[src/sv/rbs_pkg.sv]
`timescale 1ns / 1ps

package rbs_pkg;

  // Default number format, signed Q16.16
  localparam int unsigned COORD_BITS = 32;
  localparam int unsigned FRAC_BITS  = 16;

  // Lanes, one per axis
  localparam int unsigned NUM_AXES = 3;

  // Axis codes as they appear on normal_axis
  localparam logic [1:0] AXIS_X = 2'd0;
  localparam logic [1:0] AXIS_Y = 2'd1;
  localparam logic [1:0] AXIS_Z = 2'd2;

  // Per-lane status handed to the merge stage
  typedef struct packed {
    logic par;    // direction is zero on this axis
    logic pmiss;  // parallel axis with the origin outside the slab
  } rbs_flags_t;

endpackage

[src/sv/rbs_merge.sv]
`timescale 1ns / 1ps

// Combines the three lanes: running near/far in axis order, hit decision.
module rbs_merge import rbs_pkg::*; #(
  parameter int unsigned C = COORD_BITS
) (
  input  logic                clk_i,
  input  logic                en_i,
  input  logic signed [C-1:0] entry_i [NUM_AXES],
  input  logic signed [C-1:0] far_i   [NUM_AXES],
  input  rbs_flags_t          flags_i [NUM_AXES],
  output logic                hit_o,
  output logic signed [C-1:0] entry_o [NUM_AXES],
  output logic [1:0]          axis_o,
  output logic                neg_o
);

  logic signed [C-1:0] nearv;
  logic signed [C-1:0] farv;
  logic [1:0]          axis;
  logic                pmiss;
  logic                hit_d;
  logic                neg_d;

  // Near is raised only on a strictly greater entry
  always_comb begin
    nearv = {1'b1, {(C-1){1'b0}}};
    farv  = {1'b0, {(C-1){1'b1}}};
    axis  = AXIS_X;
    pmiss = 1'b0;
    for (int i = 0; i < NUM_AXES; i++) begin
      pmiss = pmiss | flags_i[i].pmiss;
      if (!flags_i[i].par) begin
        if (entry_i[i] > nearv) begin
          nearv = entry_i[i];
          axis  = 2'(i);
        end
        if (far_i[i] < farv) begin
          farv = far_i[i];
        end
      end
    end
    hit_d = !pmiss && (nearv <= farv) && (farv >= 0);
    case (axis)
      AXIS_X:  neg_d = !flags_i[0].par;
      AXIS_Y:  neg_d = !flags_i[1].par;
      AXIS_Z:  neg_d = !flags_i[2].par;
      default: neg_d = 1'b0;
    endcase
  end

  // Output register; a miss clears every field
  logic                hit_q;
  logic signed [C-1:0] entry_q [NUM_AXES];
  logic [1:0]          axis_q;
  logic                neg_q;

  always_ff @(posedge clk_i) begin
    if (en_i) begin
      hit_q  <= hit_d;
      axis_q <= hit_d ? axis : AXIS_X;
      neg_q  <= hit_d && neg_d;
      for (int i = 0; i < NUM_AXES; i++) begin
        entry_q[i] <= hit_d ? entry_i[i] : '0;
      end
    end
  end

  assign hit_o   = hit_q;
  assign entry_o = entry_q;
  assign axis_o  = axis_q;
  assign neg_o   = neg_q;

endmodule

[config.mk]
export PLATFORM = sky130hd
export DESIGN_NAME = rbs_merge
export DESIGN_NICKNAME = d
export VERILOG_FILES = /design/src/sv/rbs_pkg.sv /design/src/sv/rbs_merge.sv
export SDC_FILE = /design/constraint.sdc
export NUM_CORES = 1
export LEC_CHECK = 0
export ABC_CLOCK_PERIOD_IN_PS = 13450
export BUFFER_PORTS_ARGS = -buffer_cell sky130_fd_sc_hd__buf_2
export CORE_UTILIZATION = 47
export DETAILED_ROUTE_END_ITERATION = 10
export GPL_ROUTABILITY_DRIVEN = 0
export PLACE_DENSITY = 0.74
export SLEW_MARGIN = 40
export SYNTH_ARGS = -nofsm -noshare
export SYNTH_HDL_FRONTEND = slang
export SYNTH_SLANG_ARGS = --single-unit
[constraint.sdc]
create_clock -name clk_i -period 13.45 [get_ports clk_i]
set_input_delay 2.0175 -clock clk_i [delete_from_list [all_inputs] [get_ports clk_i]]
set_output_delay 2.0175 -clock clk_i [all_outputs]
set_load 0.02 [all_outputs]
==> results of run 1 <==
cells by family (layout without fill, tap and decap cells):
| group | Yosys count | in the layout | synth area share |
|---|---|---|---|
| other | 0 | 2 | 0 |
| multiplexers | 69 | 69 | 0.0808 |
| AND/OR/NAND/NOR | 350 | 350 | 0.185 |
| XOR/XNOR | 1 | 1 | 0.000946 |
| adder cells (fa/ha/maj) | 158 | 158 | 0.213 |
| AO/OA/AOI/OAI | 228 | 228 | 0.148 |
| buffers and inverters | 111 | 395 | 0.0467 |
| flip-flops | 100 | 100 | 0.324 |
sequential cells by signal, indices dropped and copies added, names as in the netlist:
signal   cells
axis_o       2
entry_o     96
neg_o        1
hit_o        1
report_power, final:
part	leakage [nW]	switching, mW	internal (mW)
registers	0.950	0.00542	0.367
logic	4.39	0.253	0.176
clock network	0.152	0.121	0.147
synth_stat cells, types with 3 or more instances:
cell / n / share of area
o211ai_1: 5 / 0.0041
or3_1: 3 / 0.0020
nand4_1: 38 / 0.026
nor3_1: 14 / 0.0076
buf_2: 13 / 0.0070
mux2_2: 33 / 0.040
a21oi_1: 75 / 0.041
o21ai_0: 59 / 0.032
ha_1: 158 / 0.21
nor2b_1: 76 / 0.051
a21o_1: 25 / 0.020
mux2i_1: 34 / 0.037
o21a_1: 8 / 0.0065
nand3_1: 9 / 0.0049
a211o_1: 3 / 0.0028
edfxtp_1: 100 / 0.32
nor4_1: 11 / 0.0074
a31oi_1: 32 / 0.022
inv_1: 70 / 0.028
nand2b_1: 4 / 0.0027
nand2_1: 90 / 0.036
clkbuf_1: 26 / 0.011
a211oi_1: 3 / 0.0024
nor2_1: 94 / 0.038
through the flow:
| step | power (mW) | util | area, µm² |
|---|---|---|---|
| finish | 1.07 | 0.598 | 11400 |
| global route | 1.14 | 0.598 | 11400 |
| global placement | 0.795 | 0.581 | 11000 |
| floorplan | 0.662 | - | 9260 |
| detailed placement | 0.806 | 0.581 | 11000 |
| CTS | 1.07 | 0.597 | 11400 |
layer usage:
layer,track usage,part of all wire,vias to the layer above
met3,0.0522,0.081,36
met5,0,0.00092,-
li1,-,-,4293
met4,0.0809,0.019,4
met2,0.457,0.48,353
met1,0.325,0.42,3985
final timing paths:
path,startpoint,slack [ns],cells after the start,to
worst max-delay path,entry_i[66],1.78,42,entry_o[41]$_SDFFCE_PN0P_
worst min-delay path,entry_i[75],1.99,2,entry_o[75]$_SDFFCE_PN0P_
critical path: cells and delay by family:
kind,cells,cell delay [ns]
compound gates,12,2.19
xor+xnor,1,0.60
fa+ha+maj,3,0.80
buf+inv,6,1.76
mux,3,0.61
simple gates,17,3.65
layout by cell type (no fill, tap or decap), types with 9 or more instances in the layout:
master       n
a21oi_1     74
nor2b_1     76
nor3_1      14
inv_1       70
mux2i_1     34
clkbuf_16    9
nand2_1     90
a21o_1      25
o21ai_0     59
nor4_1      11
nand4_1     38
ha_1       158
nor2_1      93
mux2_2      33
buf_4        9
edfxtp_1   100
a31oi_1     32
buf_2      298
layout make-up:
class | instances | area (µm²)
fillers | 1690 | 7650
multi-input cells | 806 | 5880
flip-flops and latches | 100 | 3000
repair buffers | 309 | 1590
well taps | 260 | 325
inverters | 70 | 263
clock buffers | 9 | 225
clock inverters | 7 | 81.3
diodes | 2 | 5.00
==> results.ini, run 1 <==
[yosys]
yosys_warnings = 0
async_reset_ff_frac = 0
synth_seq_area_share = 0.324
synth_edf_count = 100
syn_area_per_cell_um2 = 9.11
syn-cell-area_um2 = 9260
ys_ff_latch = 100
netlist_instances = 1017
synth_cell_types = 49
ys.flop_type = edfxtp_1
syn_nets = 1375

[critical_path]
cp-end-kind = flop
critical-path-max-stage-delay_ns = 0.60
crit_type = input port to flop
worst_path_most_repeated_cell = buf_4
cp_max_fo = 100
cp_data_arrival_time_ns = 11.76
worstSetupStartpointType = input port
cp_data_required_time_ns = 13.54
crit_path_top_delay_cell = xor2_4

[route]
vias = 8671
drc = 0
firstDrtPassIters = 5
drtIter0Drc = 448
wl_per_cell_um = 17.4
wl_um = 27200
via_per_inst = 5.55
ant_nets = 0

[placed_design]
dp_hpwl_um = 22600
pre_cts_slack_ns = 1.46
post-place-cells = 1545
io_buffers = 299

[floorplan]
io_pins = 300
core_um2 = 19000
die_area_um2 = 20300
die_height_um = 142
core.rowCount = 50
start_util = 0.487
die_w_um = 142

[sta]
worst_slack_ns = 1.78
clock.fmax_mhz = 85.7
hold_ws_ns = 1.99
grt_setup_unrepaired = no
hold_viol = 0
post-route-min-period_ns = 11.67
finalSetupTns_ns = 0
relSlewSlack = 0.505
slew_violations = 0
min_period_over_period = 0.868
tightestPinTransition_ns = 0.741
finalSetupViolCount = 0

[clocking]
cts_tree = yes
cts_root_buf = clkbuf_16
cts_buffer_depth = 2
postCtsResizedCells = 0
cts_sinks = 100
cts_buffers = 9
cts_hold_buffers = 0
clkTransAtPathRegs_ns = 0.07
cts_max_level = 3
post-cts-setup-buffers = 0

[global_route]
gr-usage-all-layers = 0.263
grt_first_pass_wirelength_um = 41400
grt_max_degree = 101
grt_pass1_vias = 8246
grt_remaining_overflow = 0
antenna_found_initial = 4

[power_and_ir_drop]
p_leak_nw = 5.49
pwr_density_cell_nw_per_um2 = 94.1
vdd_drop_max_uv = 69.2

[flow_run]
cap_violations = 0

[run_status]
status = finished clean

[final_layout]
area_growth_pct = 22.8
drive_gt1_frac = 0.284
fin_cells = 1563
layout.nets = 1654

[hold_path]
hold_class = input port to flop

No activity file was read; power rests on OpenSTA's default activity.
==> run 2: changes to the inputs <==
--- a/config.mk
+++ b/config.mk
@@ -5,12 +5,15 @@
 export SDC_FILE = /design/constraint.sdc
 export NUM_CORES = 1
 export LEC_CHECK = 0
+export ABC_AREA = 1
 export ABC_CLOCK_PERIOD_IN_PS = 13450
 export BUFFER_PORTS_ARGS = -buffer_cell sky130_fd_sc_hd__buf_2
-export CORE_UTILIZATION = 47
+export CELL_PAD_IN_SITES_DETAIL_PLACEMENT = 1
+export CELL_PAD_IN_SITES_GLOBAL_PLACEMENT = 2
+export CORE_UTILIZATION = 30
 export DETAILED_ROUTE_END_ITERATION = 10
 export GPL_ROUTABILITY_DRIVEN = 0
-export PLACE_DENSITY = 0.74
+export PLACE_DENSITY = 0.8
 export SLEW_MARGIN = 40
 export SYNTH_ARGS = -nofsm -noshare
 export SYNTH_HDL_FRONTEND = slang
==> run 2 against run 1 <==
Power rose by 2.7%. Maximum frequency rose by 13%. Combinational power rose by 11%. Global-route usage fell by 8.0 points. Wire length rose by 12%. Core utilization fell by 23 points. Sequential cell count did not move. Clock power fell by 8.6%. Largest power group unchanged. Sequential power rose by 1%. Area after synthesis rose by 5.6%. Via count fell by 0.22%. Largest cell class unchanged. Final area rose by 4.2%.
==> results.ini, run 2 <==
[route]
wl_um = 30600  ; +12%
drc = 0  ; unchanged
firstDrtPassIters = 4  ; -1
ant_nets = 0  ; unchanged
drtIter0Drc = 409  ; -8.7%
vias = 8652  ; -0.22%
via_per_inst = 4.65  ; -16%
wl_per_cell_um = 16.4  ; -5.6%

[yosys]
async_reset_ff_frac = 0  ; unchanged
syn-cell-area_um2 = 9780  ; +5.6%
ys_ff_latch = 100  ; unchanged
yosys_warnings = 0  ; unchanged
ys.flop_type = edfxtp_1
synth_cell_types = 38  ; -22%
syn_area_per_cell_um2 = 8.54  ; -6.2%
synth_most_common_cell = nand2_1
synth_seq_area_share = 0.307  ; -0.0173
synth_common_cells = nand2_1 (243), ha_1 (158), o21ai_0 (145)
synth_edf_count = 100  ; unchanged
synth.area.top_cells = edfxtp_1 (31%), ha_1 (20%), nor2_4 (11%)
synth_top_area_share = 0.307  ; -0.0173
synth_area_leader_cell = edfxtp_1
syn_nets = 1503  ; +9.3%
netlist_instances = 1145  ; +13%

[global_route]
grt_pass1_vias = 8809  ; +6.8%
grt_max_degree = 71  ; -30%
grt_remaining_overflow = 0  ; unchanged
gr-usage-all-layers = 0.183  ; -0.0797
grt_first_pass_wirelength_um = 47200  ; +14%
antenna_found_initial = 8  ; +4

[final_layout]
layout_commonest_cell = buf_2
drive_gt1_frac = 0.308  ; +0.0237
n_fill_cell = 3856  ; +130%
fin_cells = 1862  ; +19%
largest_reg_flops = 96  ; unchanged
layout.nets = 1778  ; +7.5%
design_area_um2 = 11800  ; +4.2%
area_growth_pct = 21.1
final_cell_mix = buf_2 (298), nand2_1 (243), ha_1 (158)

[clocking]
post-cts-setup-buffers = 0  ; unchanged
clkTransAtPathRegs_ns = 0.07  ; about the same
cts_buffer_depth = 2  ; unchanged
cts_root_buf = clkbuf_16
cts_max_level = 3  ; unchanged
cts_sinks = 100  ; unchanged
cts_buffers = 9  ; unchanged
postCtsResizedCells = 0  ; unchanged
cts_tree = yes
cts_hold_buffers = 0  ; unchanged

[critical_path]
worst_path_most_repeated_cell = nand2_1
path_buf_inv = 9  ; +3
worstSetupStartpointType = input port
crit_type = input port to flop
critical-path-max-stage-delay_ns = 0.57  ; -0.03 ns
crit_path_top_delay_cell = buf_4
cp-end-kind = flop
cp_data_arrival_time_ns = 10.47  ; -1.29 ns
cp_data_required_time_ns = 13.55  ; about the same
critPathTopFamily = buffers and inverters
cp_max_fo = 35  ; -65%

[placed_design]
dp_hpwl_um = 26100  ; +16%
post_dp_cell_area_um2 = 11600  ; +4.7%
pre_cts_slack_ns = 2.07  ; +0.611 ns
post-place-cells = 1844  ; +19%
io_buffers = 299  ; unchanged

[sta]
post-route-min-period_ns = 10.37  ; -1.30 ns
grt_setup_unrepaired = no
clock.fmax_mhz = 96.4  ; +13%
finalSetupViolCount = 0  ; unchanged
hold_viol = 0  ; unchanged
finalSetupTns_ns = 0  ; unchanged
hold_ws_ns = 1.99  ; +0.00186 ns
tightestPinTransition_ns = 0.711  ; -0.0293 ns
slew_violations = 0  ; unchanged
worst_slack_ns = 3.08  ; +1.30 ns
min_period_over_period = 0.771  ; -0.0969
relSlewSlack = 0.526  ; +0.0203

[hold_path]
hold_class = input port to flop

[flow_run]
cap_violations = 0  ; unchanged

[floorplan]
die_area_um2 = 33300  ; +64%
core_um2 = 31800  ; +67%
start_util = 0.308  ; -0.179
io_pins = 300  ; unchanged
die_height_um = 183  ; +28%
core.rowCount = 65  ; +30%
die_w_um = 183  ; +28%

[power_and_ir_drop]
vdd_drop_max_uv = 58.7  ; -15%
pwr_density_cell_nw_per_um2 = 92.8  ; -1.4%
p_leak_nw = 5.63  ; +2.4%

[run_status]
status = finished clean

==> run 2: changes by cell type after synthesis, moves of 33 or more <==
| cell | previous run | this run |
|---|---|---|
| o21ai_0 | 59 | 145 |
| nor2_1 | 94 | 56 |
| nor2b_1 | 76 | 0 |
| inv_1 | 70 | 138 |
| mux2i_1 | 34 | 0 |
| nor2_4 | 0 | 99 |
| nand2_1 | 90 | 243 |
| mux2_2 | 33 | 0 |
==> run 2: stage by stage <==
step	power [mW]	util
6_report	1.10	0.372
5_1_grt	1.19	0.372
4_1_cts	1.12	0.372
3_5_place_dp	0.867	0.364
3_3_place_gp	0.850	0.364
2_1_floorplan	0.713	-
==> run 2: where the power goes <==
part	internal, mW	switching [mW]
Clock	0.125	0.121
Combinational	0.165	0.311
Sequential	0.370	0.00640
==> run 2: routing by layer <==
layer / vias to the layer above / GRT usage / share of wire
met5: - / 0 / 0.0026
met2: 222 / 0.294 / 0.44
met1: 3962 / 0.251 / 0.49
met3: 26 / 0.0385 / 0.059
met4: 12 / 0.0376 / 0.0092
li1: 4430 / - / -
==> run 2: kinds of logic after synthesis <==
family                     count (synthesis)  share of synthesized area
buffers and inverters                    183                     0.0888
DFF                                      100                      0.307
AOI/OAI and AO/OA                        244                      0.132
xor gates and xnor gates                   2                    0.00179
and+or+nand+nor                          458                      0.268
adders and majority gates                158                      0.202
==> run 2: path summary, 6_finish.rpt <==
check / slack [ns] / to / cells after the start / from
setup / recovery: 3.08 / hit_o$_DFFE_PP_ / 43 / flags_i[5]
hold / removal: 1.99 / entry_o[86]$_SDFFCE_PN0P_ / 3 / entry_i[86]
==> run 2: area by class of cell <==
cell class / count / area, µm² / share of cell area
clock buffer: 9 / 225 / 0.0190
multi-input combinational: 862 / 5920 / 0.500
inverter: 139 / 522 / 0.0441
timing repair buffer: 308 / 1580 / 0.134
tap: 435 / 544 / 0.0460
antenna: 2 / 5.00 / 0.000423
sequential: 100 / 3000 / 0.254
clock inverter: 7 / 42.5 / 0.00359
==> run 2: tightest hold or removal path, cell delays in order <==
cell and delay [ns]:
buf_2 0.09, inv_1 0.05, nor2_4 0.09
